**config.mk**
```make
export PLATFORM = sky130hd
export DESIGN_NAME = sorted_set_queue_flat
export DESIGN_NICKNAME = d
export VERILOG_FILES = /design/src/hw/rtl/sset_pkg.sv /design/src/hw/rtl/sset_in_if.sv /design/src/hw/rtl/sset_out_if.sv /design/src/hw/rtl/sorted_set_queue.sv /design/src/hw/rtl/sset_cell.sv /design/src/hw/rtl/sset_scan.sv /design/src/flat_wrapper.sv
export SDC_FILE = /design/constraint.sdc
export NUM_CORES = 2
export LEC_CHECK = 0
export BUFFER_PORTS_ARGS = -buffer_cell sky130_fd_sc_hd__buf_2
export CAP_MARGIN = 20
export CORE_MARGIN = 2
export CORE_UTILIZATION = 45
export CTS_CLUSTER_SIZE = 8
export DETAILED_ROUTE_END_ITERATION = 8
export GPL_ROUTABILITY_DRIVEN = 1
export GPL_TIMING_DRIVEN = 1
export PLACE_DENSITY = 0.61
export SLEW_MARGIN = 0
export SYNTH_ARGS = -nofsm -noshare
export SYNTH_HDL_FRONTEND = slang
export SYNTH_SLANG_ARGS = --single-unit
export TNS_END_PERCENT = 5
```
**constraint.sdc**
```tcl
create_clock -name clk -period 11.3 [get_ports clk]
set_clock_uncertainty 0.05 [all_clocks]
set_input_delay 0.565 -clock clk [delete_from_list [all_inputs] [get_ports clk]]
set_output_delay 0.565 -clock clk [all_outputs]
set_load 0.1 [all_outputs]
```
**src/hw/rtl/sset_pkg.sv**
```systemverilog
// Shared types and constants of the sorted set queue.
package sset_pkg;

	localparam int DEF_CAPACITY    = 16;
	localparam int DEF_VALUE_WIDTH = 32;

	// Number of match flags folded into the hit flag per cycle.
	localparam int SCAN_WIDTH = 32;

	localparam logic [1:0] OP_INSERT = 2'd0;
	localparam logic [1:0] OP_REMOVE = 2'd1;
	localparam logic [1:0] OP_POP    = 2'd2;

	typedef enum logic [2:0] {
		STATUS_DONE   = 3'd0,
		STATUS_EMPTY  = 3'd1,
		STATUS_FULL   = 3'd2,
		STATUS_DUP    = 3'd3,
		STATUS_ABSENT = 3'd4
	} status_t;

	// What every cell does with its entry in the apply cycle.
	typedef enum logic [1:0] {
		CELL_HOLD   = 2'd0,
		CELL_INSERT = 2'd1,
		CELL_REMOVE = 2'd2,
		CELL_POP    = 2'd3
	} cell_op_t;

	typedef struct packed {
		cell_op_t op;
		logic     compare;
	} cell_ctl_t;

	typedef struct packed {
		logic clear;
		logic step;
	} scan_ctl_t;

	typedef struct packed {
		logic last;
		logic hit;
	} scan_sts_t;

endpackage

```
**src/hw/rtl/sset_in_if.sv**
```systemverilog
// Request channel of the sorted set queue: operation and value.
interface sset_in_if #(
	parameter int VALUE_WIDTH = sset_pkg::DEF_VALUE_WIDTH
);
	logic                          valid;
	logic                          ready;
	logic [1:0]                    operation;
	logic signed [VALUE_WIDTH-1:0] value;

	modport source (output valid, output operation, output value, input ready);
	modport sink   (input valid, input operation, input value, output ready);
endinterface

```
**src/hw/rtl/sset_out_if.sv**
```systemverilog
// Result channel of the sorted set queue: popped value, status and entry count.
interface sset_out_if #(
	parameter int VALUE_WIDTH = sset_pkg::DEF_VALUE_WIDTH,
	parameter int COUNT_WIDTH = $clog2(sset_pkg::DEF_CAPACITY + 1)
);
	logic                          valid;
	logic                          ready;
	logic signed [VALUE_WIDTH-1:0] popped_value;
	logic [2:0]                    status;
	logic [COUNT_WIDTH-1:0]        entry_count;

	modport source (output valid, output popped_value, output status, output entry_count,
		input ready);
	modport sink   (input valid, input popped_value, input status, input entry_count,
		output ready);
endinterface

```
**src/hw/rtl/sorted_set_queue.sv**
```systemverilog
// Sorted set queue: bounded descending set of signed values used as a priority queue.
//
// The set lives in a row of CAPACITY cells, greatest value at the head, each cell
// holding one entry and comparing it with the request's value in parallel. A request
// passes through an accept cycle, a compare cycle in which every cell registers its
// greater and equal flags, scan cycles that fold the equal flags into a hit flag 32
// cells at a time, and an apply cycle in which the cells shift from their neighbours
// at once. The result goes to an output register, so the next request is taken while
// it waits; the apply cycle stalls only while a previous result is still held.
module sorted_set_queue #(
	parameter int CAPACITY    = sset_pkg::DEF_CAPACITY,
	parameter int VALUE_WIDTH = sset_pkg::DEF_VALUE_WIDTH
) (
	input  logic       clk,
	input  logic       arst_n,
	sset_in_if.sink    req,
	sset_out_if.source rsp
);

	localparam int CW = $clog2(CAPACITY + 1);
	localparam logic [VALUE_WIDTH-1:0] SIGN_BIT = VALUE_WIDTH'(1) << (VALUE_WIDTH - 1);

	typedef enum logic [3:0] {
		S_IDLE  = 4'b0001,
		S_CMP   = 4'b0010,
		S_SCAN  = 4'b0100,
		S_APPLY = 4'b1000
	} state_t;

	state_t                 state_q;
	logic [1:0]             op_q;
	logic [VALUE_WIDTH-1:0] key_q;
	logic [CW-1:0]          count_q;

	logic                   out_valid_q;
	logic [VALUE_WIDTH-1:0] popped_q;
	sset_pkg::status_t      status_q;

	sset_pkg::cell_ctl_t    cell_ctl;
	sset_pkg::scan_ctl_t    scan_ctl;
	sset_pkg::scan_sts_t    scan_sts;

	logic [VALUE_WIDTH-1:0] entries [CAPACITY];
	logic [CAPACITY-1:0]    gt_vec;
	logic [CAPACITY-1:0]    eq_vec;

	logic                   accept;
	logic                   emit;
	logic                   full;
	logic                   empty;
	sset_pkg::cell_op_t     apply_op;
	sset_pkg::status_t      apply_status;
	logic [CW-1:0]          next_count;

	assign accept = req.valid && req.ready;
	assign emit   = (state_q == S_APPLY) && (!out_valid_q || rsp.ready);
	assign full   = count_q == CW'(CAPACITY);
	assign empty  = count_q == '0;

	always_comb begin
		apply_op     = sset_pkg::CELL_HOLD;
		apply_status = sset_pkg::STATUS_DONE;
		next_count   = count_q;
		case (op_q)
			sset_pkg::OP_INSERT: begin
				if (scan_sts.hit) begin
					apply_status = sset_pkg::STATUS_DUP;
				end else if (full) begin
					apply_status = sset_pkg::STATUS_FULL;
				end else begin
					apply_op   = sset_pkg::CELL_INSERT;
					next_count = count_q + CW'(1);
				end
			end
			sset_pkg::OP_REMOVE: begin
				if (scan_sts.hit) begin
					apply_op   = sset_pkg::CELL_REMOVE;
					next_count = count_q - CW'(1);
				end else begin
					apply_status = sset_pkg::STATUS_ABSENT;
				end
			end
			sset_pkg::OP_POP: begin
				if (empty) begin
					apply_status = sset_pkg::STATUS_EMPTY;
				end else begin
					apply_op   = sset_pkg::CELL_POP;
					next_count = count_q - CW'(1);
				end
			end
			default: begin
				apply_op = sset_pkg::CELL_HOLD;
			end
		endcase
	end

	assign cell_ctl.compare = state_q == S_CMP;
	assign cell_ctl.op      = emit ? apply_op : sset_pkg::CELL_HOLD;
	assign scan_ctl.clear   = state_q == S_CMP;
	assign scan_ctl.step    = state_q == S_SCAN;

	always_ff @(posedge clk or negedge arst_n) begin
		if (!arst_n) begin
			state_q <= S_IDLE;
			count_q <= '0;
		end else begin
			case (state_q)
				S_IDLE: begin
					if (accept) begin
						state_q <= S_CMP;
					end
				end
				S_CMP: begin
					state_q <= S_SCAN;
				end
				S_SCAN: begin
					if (scan_sts.last) begin
						state_q <= S_APPLY;
					end
				end
				S_APPLY: begin
					if (emit) begin
						state_q <= S_IDLE;
						count_q <= next_count;
					end
				end
				default: begin
					state_q <= S_IDLE;
				end
			endcase
		end
	end

	// Values are held biased by the sign bit so that an unsigned compare orders them.
	always_ff @(posedge clk) begin
		if (accept) begin
			op_q  <= req.operation;
			key_q <= req.value ^ SIGN_BIT;
		end
	end

	always_ff @(posedge clk or negedge arst_n) begin
		if (!arst_n) begin
			out_valid_q <= 1'b0;
		end else if (emit) begin
			out_valid_q <= 1'b1;
		end else if (rsp.ready) begin
			out_valid_q <= 1'b0;
		end
	end

	always_ff @(posedge clk) begin
		if (emit) begin
			popped_q <= (apply_op == sset_pkg::CELL_POP) ? (entries[0] ^ SIGN_BIT) : '0;
			status_q <= apply_status;
		end
	end

	assign req.ready        = state_q == S_IDLE;
	assign rsp.valid        = out_valid_q;
	assign rsp.popped_value = popped_q;
	assign rsp.status       = status_q;
	assign rsp.entry_count  = count_q;

	for (genvar i = 0; i < CAPACITY; i++) begin : g_cell
		logic                   prev_gt;
		logic [VALUE_WIDTH-1:0] prev_entry;
		logic [VALUE_WIDTH-1:0] next_entry;

		if (i == 0) begin : g_head
			assign prev_gt    = 1'b1;
			assign prev_entry = '0;
		end else begin : g_body
			assign prev_gt    = gt_vec[i-1];
			assign prev_entry = entries[i-1];
		end

		if (i == CAPACITY - 1) begin : g_tail
			assign next_entry = '0;
		end else begin : g_inner
			assign next_entry = entries[i+1];
		end

		sset_cell #(
			.VALUE_WIDTH (VALUE_WIDTH),
			.COUNT_WIDTH (CW),
			.INDEX       (i)
		) u_cell (
			.clk        (clk),
			.arst_n     (arst_n),
			.ctl        (cell_ctl),
			.key        (key_q),
			.count      (count_q),
			.prev_gt    (prev_gt),
			.prev_entry (prev_entry),
			.next_entry (next_entry),
			.entry      (entries[i]),
			.gt         (gt_vec[i]),
			.eq         (eq_vec[i])
		);
	end

	sset_scan #(
		.CAPACITY (CAPACITY)
	) u_scan (
		.clk    (clk),
		.arst_n (arst_n),
		.ctl    (scan_ctl),
		.flags  (eq_vec),
		.sts    (scan_sts)
	);

	// The entry count never passes the capacity.
	a_count_bound: assert property (@(posedge clk) disable iff (!arst_n)
		count_q <= CW'(CAPACITY))
		else $error("entry count above capacity");

	// An accepted request always moves straight on to the compare cycle.
	a_accept_cmp: assert property (@(posedge clk) disable iff (!arst_n)
		accept |=> state_q == S_CMP)
		else $error("accepted request did not reach compare");

	// A remove or pop that changes the set takes exactly one entry away.
	a_shrink: assert property (@(posedge clk) disable iff (!arst_n)
		(emit && (apply_op == sset_pkg::CELL_REMOVE || apply_op == sset_pkg::CELL_POP))
		|=> count_q == $past(count_q) - CW'(1))
		else $error("removal did not shrink the set by one");

	// A result is never written over one that is still waiting.
	a_no_overwrite: assert property (@(posedge clk) disable iff (!arst_n)
		(out_valid_q && !rsp.ready) |=> (out_valid_q && $stable(status_q)))
		else $error("pending result overwritten");

endmodule

```
**src/hw/rtl/sset_cell.sv**
```systemverilog
// One cell of the ordered chain: holds one biased entry and its compare flags.
module sset_cell #(
	parameter int VALUE_WIDTH = sset_pkg::DEF_VALUE_WIDTH,
	parameter int COUNT_WIDTH = $clog2(sset_pkg::DEF_CAPACITY + 1),
	parameter int INDEX       = 0
) (
	input  logic                   clk,
	input  logic                   arst_n,
	input  sset_pkg::cell_ctl_t    ctl,
	input  logic [VALUE_WIDTH-1:0] key,
	input  logic [COUNT_WIDTH-1:0] count,
	input  logic                   prev_gt,
	input  logic [VALUE_WIDTH-1:0] prev_entry,
	input  logic [VALUE_WIDTH-1:0] next_entry,
	output logic [VALUE_WIDTH-1:0] entry,
	output logic                   gt,
	output logic                   eq
);

	logic [VALUE_WIDTH-1:0] entry_q;
	logic                   gt_q;
	logic                   eq_q;
	logic                   occupied;

	assign occupied = count > COUNT_WIDTH'(INDEX);

	always_ff @(posedge clk or negedge arst_n) begin
		if (!arst_n) begin
			gt_q <= 1'b0;
			eq_q <= 1'b0;
		end else if (ctl.compare) begin
			gt_q <= occupied && (entry_q > key);
			eq_q <= occupied && (entry_q == key);
		end
	end

	// Cells holding a greater entry stay put; the rest shift towards the tail on an
	// insert and towards the head on a remove; a pop shifts every cell towards the head.
	always_ff @(posedge clk) begin
		case (ctl.op)
			sset_pkg::CELL_INSERT: begin
				if (!gt_q) begin
					entry_q <= prev_gt ? key : prev_entry;
				end
			end
			sset_pkg::CELL_REMOVE: begin
				if (!gt_q) begin
					entry_q <= next_entry;
				end
			end
			sset_pkg::CELL_POP: begin
				entry_q <= next_entry;
			end
			default: begin
				entry_q <= entry_q;
			end
		endcase
	end

	assign entry = entry_q;
	assign gt    = gt_q;
	assign eq    = eq_q;

endmodule

```
**src/hw/rtl/sset_scan.sv**
```systemverilog
// Folds the cells' match flags into one hit flag, one slice per cycle while stepping.
module sset_scan #(
	parameter int CAPACITY = sset_pkg::DEF_CAPACITY
) (
	input  logic                  clk,
	input  logic                  arst_n,
	input  sset_pkg::scan_ctl_t   ctl,
	input  logic [CAPACITY-1:0]   flags,
	output sset_pkg::scan_sts_t   sts
);

	localparam int NUM_CHUNKS = (CAPACITY + sset_pkg::SCAN_WIDTH - 1) / sset_pkg::SCAN_WIDTH;
	localparam int CKW        = (NUM_CHUNKS > 1) ? $clog2(NUM_CHUNKS) : 1;

	logic [NUM_CHUNKS*sset_pkg::SCAN_WIDTH-1:0] flags_pad;
	logic [CKW-1:0]                             chunk_q;
	logic                                       hit_q;

	always_comb begin
		flags_pad = '0;
		flags_pad[CAPACITY-1:0] = flags;
	end

	always_ff @(posedge clk or negedge arst_n) begin
		if (!arst_n) begin
			chunk_q <= '0;
			hit_q   <= 1'b0;
		end else if (ctl.clear) begin
			chunk_q <= '0;
			hit_q   <= 1'b0;
		end else if (ctl.step) begin
			chunk_q <= chunk_q + CKW'(1);
			hit_q   <= hit_q | (|flags_pad[chunk_q*sset_pkg::SCAN_WIDTH +: sset_pkg::SCAN_WIDTH]);
		end
	end

	assign sts.last = chunk_q == CKW'(NUM_CHUNKS - 1);
	assign sts.hit  = hit_q;

endmodule
```
**src/flat_wrapper.sv**
```systemverilog
// flat-port wrapper written by rule: the top's interface ports become plain ports
module sorted_set_queue_flat 
#(
	parameter int CAPACITY    = sset_pkg::DEF_CAPACITY,
	parameter int VALUE_WIDTH = sset_pkg::DEF_VALUE_WIDTH
)
  (clk, arst_n, req_valid, req_operation, req_value, req_ready, rsp_valid, rsp_popped_value, rsp_status, rsp_entry_count, rsp_ready);
  sset_in_if #(.VALUE_WIDTH(VALUE_WIDTH)) req_i ();
  sset_out_if #(.VALUE_WIDTH(VALUE_WIDTH)) rsp_i ();
  input  logic clk;
  input  logic arst_n;
  input wire logic [$bits(req_i.valid)-1:0] req_valid;
  input wire logic [$bits(req_i.operation)-1:0] req_operation;
  input wire logic [$bits(req_i.value)-1:0] req_value;
  output wire logic [$bits(req_i.ready)-1:0] req_ready;
  output wire logic [$bits(rsp_i.valid)-1:0] rsp_valid;
  output wire logic [$bits(rsp_i.popped_value)-1:0] rsp_popped_value;
  output wire logic [$bits(rsp_i.status)-1:0] rsp_status;
  output wire logic [$bits(rsp_i.entry_count)-1:0] rsp_entry_count;
  input wire logic [$bits(rsp_i.ready)-1:0] rsp_ready;
  assign req_i.valid = req_valid;
  assign req_i.operation = req_operation;
  assign req_i.value = req_value;
  assign req_ready = req_i.ready;
  assign rsp_valid = rsp_i.valid;
  assign rsp_popped_value = rsp_i.popped_value;
  assign rsp_status = rsp_i.status;
  assign rsp_entry_count = rsp_i.entry_count;
  assign rsp_i.ready = rsp_ready;
  sorted_set_queue #(.CAPACITY(CAPACITY), .VALUE_WIDTH(VALUE_WIDTH)) u_core (.clk(clk), .arst_n(arst_n), .req(req_i), .rsp(rsp_i));
endmodule
```
==> metrics.txt <==
status finished with violations; violations in the final reports negative hold slack; clock insertion delay at the later pin of the skew report between 0.6 and 0.7 ns; post-cts gate resize count 0; most common cell after layout, fill and taps aside sky130_fd_sc_hd__nand2_1; Total Die Area about 94,000 um^2; Adder-Cell Fraction of Synth Area 0.158; final critical-path share of the clock period 0.392; ratio of cells with drive above 1 in the final layout 0.0692; Layout fillers 8,354; GR Overflow Total 0; post-synth net total 4,448; leakage power summed over all cells around 17 nW; syn avg cell area 10.6 um^2; maximum number of pins on one net before global-route repair 238; required time of the critical path ~12 ns; Critical path origin u_core.rsp.entry_count[0]$_DFFE_PN0P_; net count reported at finish 4,456; portion of total power attributed to combinational logic 0.304; relative contribution of sequential cells to total power 0.372; NetSw roughly 2.7 mW; number of clock buffers inserted by TritonCTS 88; kind of path behind the tightest hold check in -> async; clock tree from TritonCTS built; die boundary width approximately 300 um; combinational family with the most area after synthesis adder cells; Peak Freq around 230 MHz; detailed-route DRC error count 0; RSZ-0062 raised after global routing false; per-cell via count in the routed design just under 6; area of placed instances about 42,000 um^2; pre-CTS setup slack just under 7 ns; Internal 5.24 mW; Slew Viols, Final 0; Synth Register Bits ~630; Port Buffer Count 79; HPWL after DPL about 82,000 um; slew at the pin closest to its max-slew limit 1.06 ns; fraction of the mapped netlist area in simple logic gates 0.112; global placement routability congestion slightly below 0.9; nature of the critical path endpoint flop; master cell of the clock root buffer sky130_fd_sc_hd__clkbuf_16; Worst-path clk slew around 0.050 ns; number of global-route vias before repair a little over 30,000; finished layout cell area ~45,000 um^2; detailed router's first-iteration violation count about 2,300; std cell rows ~110; Max Buffers Root-to-Sink 3; max-cap viol count 0; fraction of power spent switching nets 0.338; headroom to the max-slew limit 0.295; cell count after synthesis slightly below 4,000; DIE HEIGHT approximately 300 um; Post-synth EDFFs around 580; sequential fraction of the synthesis area 0.450; number of setup violations in the final report 0; share of the synthesized netlist area taken by xor and xnor gates 0.00106; Setup Fix Bufs, Post-CTS 0; main flop type after synthesis sky130_fd_sc_hd__edfxtp_1; worst supply voltage drop on vdd roughly 110 uV; pwr/cell area between 150 and 200 nW/um^2; kind of critical path reg -> reg; I/O pin cnt 80; Final Hold Fails 1; post-layout worst setup margin 6.87 ns; Compound-Gate Fraction of Synth Area 0.126; clock power share 0.323; worst hold margin -0.00164 ns; Vias 30,400; Crit Path Max Fanout 235; share of synthesized registers carrying an async set or reset 0.0704; cts hold-fix bufs 0; global-route wire length before repair ~180,000 um; total negative setup slack 0 ns; sinks on the clock net around 630; final antenna diode count 0; wire length reported by the detailed router between 100,000 and 150,000 um; mux share of post-synthesis cell area 0.117; R2R Path Start u_core.rsp.entry_count[0]$_DFFE_PN0P_; Cell Count, Final, Fillers Out around 5,200; Netlist Area Pre-Place between 40,000 and 50,000 um^2; most frequent cells in the layout sky130_fd_sc_hd__nand2_1, sky130_fd_sc_hd__edfxtp_1, sky130_fd_sc_hd__ha_1; count of distinct cell types in the synthesized netlist 62; average wire per cell in the routed design between 20 and 25 um; initial antenna violation count 0; minimum clock period 4.43 ns; Area Overhead vs Synth 9.81%; count of H-tree levels built during CTS 3; launching element type of the critical path flop; residual antenna-violating net count after detailed routing 0; area of the placeable core 91,200 um^2; starting utilization of the core area 0.452; Critical Path AT around 4.7 ns; 1st-pass router iterations 5; number of synthesis warnings 0; Placed Cells incl. Taps ~5,000; GRT Resource Usage Total 0.236
-- area by class of cell --
type                    count  area [um^2]  area share
multi-input cells        2984        21400       0.473
flip-flops and latches    625        18600       0.410
clock buffers             161         2550      0.0563
well taps                1186         1480      0.0327
repair buffers            135         1010      0.0224
inverters                  63          236     0.00522
clock inverters             4         30.0    0.000663
-- worst paths after layout --
kind | to | slack, ns | cells after the start
setup / recovery | u_core.g_cell[12].u_cell.entry[13]$_DFFE_PP_ | 6.87 | 8
hold / removal | u_core.u_scan.hit_q$_DFFE_PN0N_ | -0.002 | 2
setup reg to reg | u_core.g_cell[12].u_cell.entry[13]$_DFFE_PP_ | 6.87 | 8
hold reg to reg | u_core.g_cell[10].u_cell.eq$_DFFE_PN0N_ | 0.43 | 1
max in group asynchronous | u_core.g_cell[5].u_cell.gt$_DFFE_PN0N_ | 10.65 | 2
min in group clk | u_core.key_q[3]$_DFFE_PP_ | 0.05 | 1
-- cells by family (layout without fill, tap and decap cells) --
family	after synthesis	count (layout)
AND/OR/NAND/NOR	1030	1030
AO/OA/AOI/OAI	945	945
flip-flops	625	625
adder cells (fa/ha/maj)	521	521
multiplexers	483	483
buffers and inverters	280	363
XOR/XNOR	5	5
-- power by group through the flow --
stage | registers (mW) | clock network [mW] | logic, mW
after floorplan | 2.89 | 0 | 1.85
after global placement | 2.99 | 0 | 2.33
after detailed placement | 3.00 | 0 | 2.40
after CTS | 2.95 | 2.61 | 2.41
after global routing | 2.96 | 2.70 | 2.68
final | 2.95 | 2.56 | 2.41
-- routing by layer --
metal,vias up,track usage,wire [um]
li1,14700,-,-
met1,14900,0.329,51400
met2,694,0.393,52800
met3,133,0.0278,5380
met4,0,0.0579,2090
met5,-,0,0
-- worst max-delay path: stages, from the launching register on --
cell	delay, ns
sky130_fd_sc_hd__dfrtp_1	0.50
sky130_fd_sc_hd__inv_1	0.13
sky130_fd_sc_hd__ha_1	0.28
sky130_fd_sc_hd__nand3_2	0.21
sky130_fd_sc_hd__a22oi_2	0.11
sky130_fd_sc_hd__nor2b_4	0.79
sky130_fd_sc_hd__buf_12	0.69
sky130_fd_sc_hd__buf_4	0.87
sky130_fd_sc_hd__o21ai_0	0.24
-- registers in the layout, indices dropped and copies added (netlist names) --
signal                      cells
u_core.rsp.valid                1
u_core.g_cell.u_cell.entry    512
u_core.g_cell.u_cell.gt        16
u_core.rsp.status               3
u_core.u_scan.chunk_q           1
u_core.rsp.popped_value        32
u_core.u_scan.hit_q             1
u_core.g_cell.u_cell.eq        16
u_core.key_q                   32
u_core.op_q                     2
u_core.state_q                  4
u_core.rsp.entry_count          5
-- metrics by stage --
| step | utilization | hold WS [ns] | power (mW) |
|---|---|---|---|
| finish | 0.497 | -0.00164 | 7.92 |
| global route | 0.497 | 0.0265 | 8.35 |
| CTS | 0.494 | 0.00276 | 7.97 |
| detailed placement | 0.465 | 0.418 | 5.40 |
| global placement | 0.465 | 0.412 | 5.33 |
| floorplan | - | 0.219 | 4.75 |
-- synthesized netlist by cell type (35+ instances only) --
cell type	instances	area share
sky130_fd_sc_hd__o21ai_1	315	0.038
sky130_fd_sc_hd__mux2i_1	482	0.12
sky130_fd_sc_hd__dfrtp_1	43	0.026
sky130_fd_sc_hd__nand2_1	612	0.056
sky130_fd_sc_hd__o21ai_0	247	0.030
sky130_fd_sc_hd__buf_6	38	0.010
sky130_fd_sc_hd__nand4_1	99	0.015
sky130_fd_sc_hd__clkbuf_1	148	0.013
sky130_fd_sc_hd__ha_1	521	0.16
sky130_fd_sc_hd__a21oi_1	234	0.028
sky130_fd_sc_hd__edfxtp_1	581	0.42
sky130_fd_sc_hd__nand3_1	85	0.010
sky130_fd_sc_hd__inv_1	63	0.0057
sky130_fd_sc_hd__nor4_1	35	0.0053
sky130_fd_sc_hd__nor2_1	88	0.0080
No activity file was read; power rests on OpenSTA's default activity.
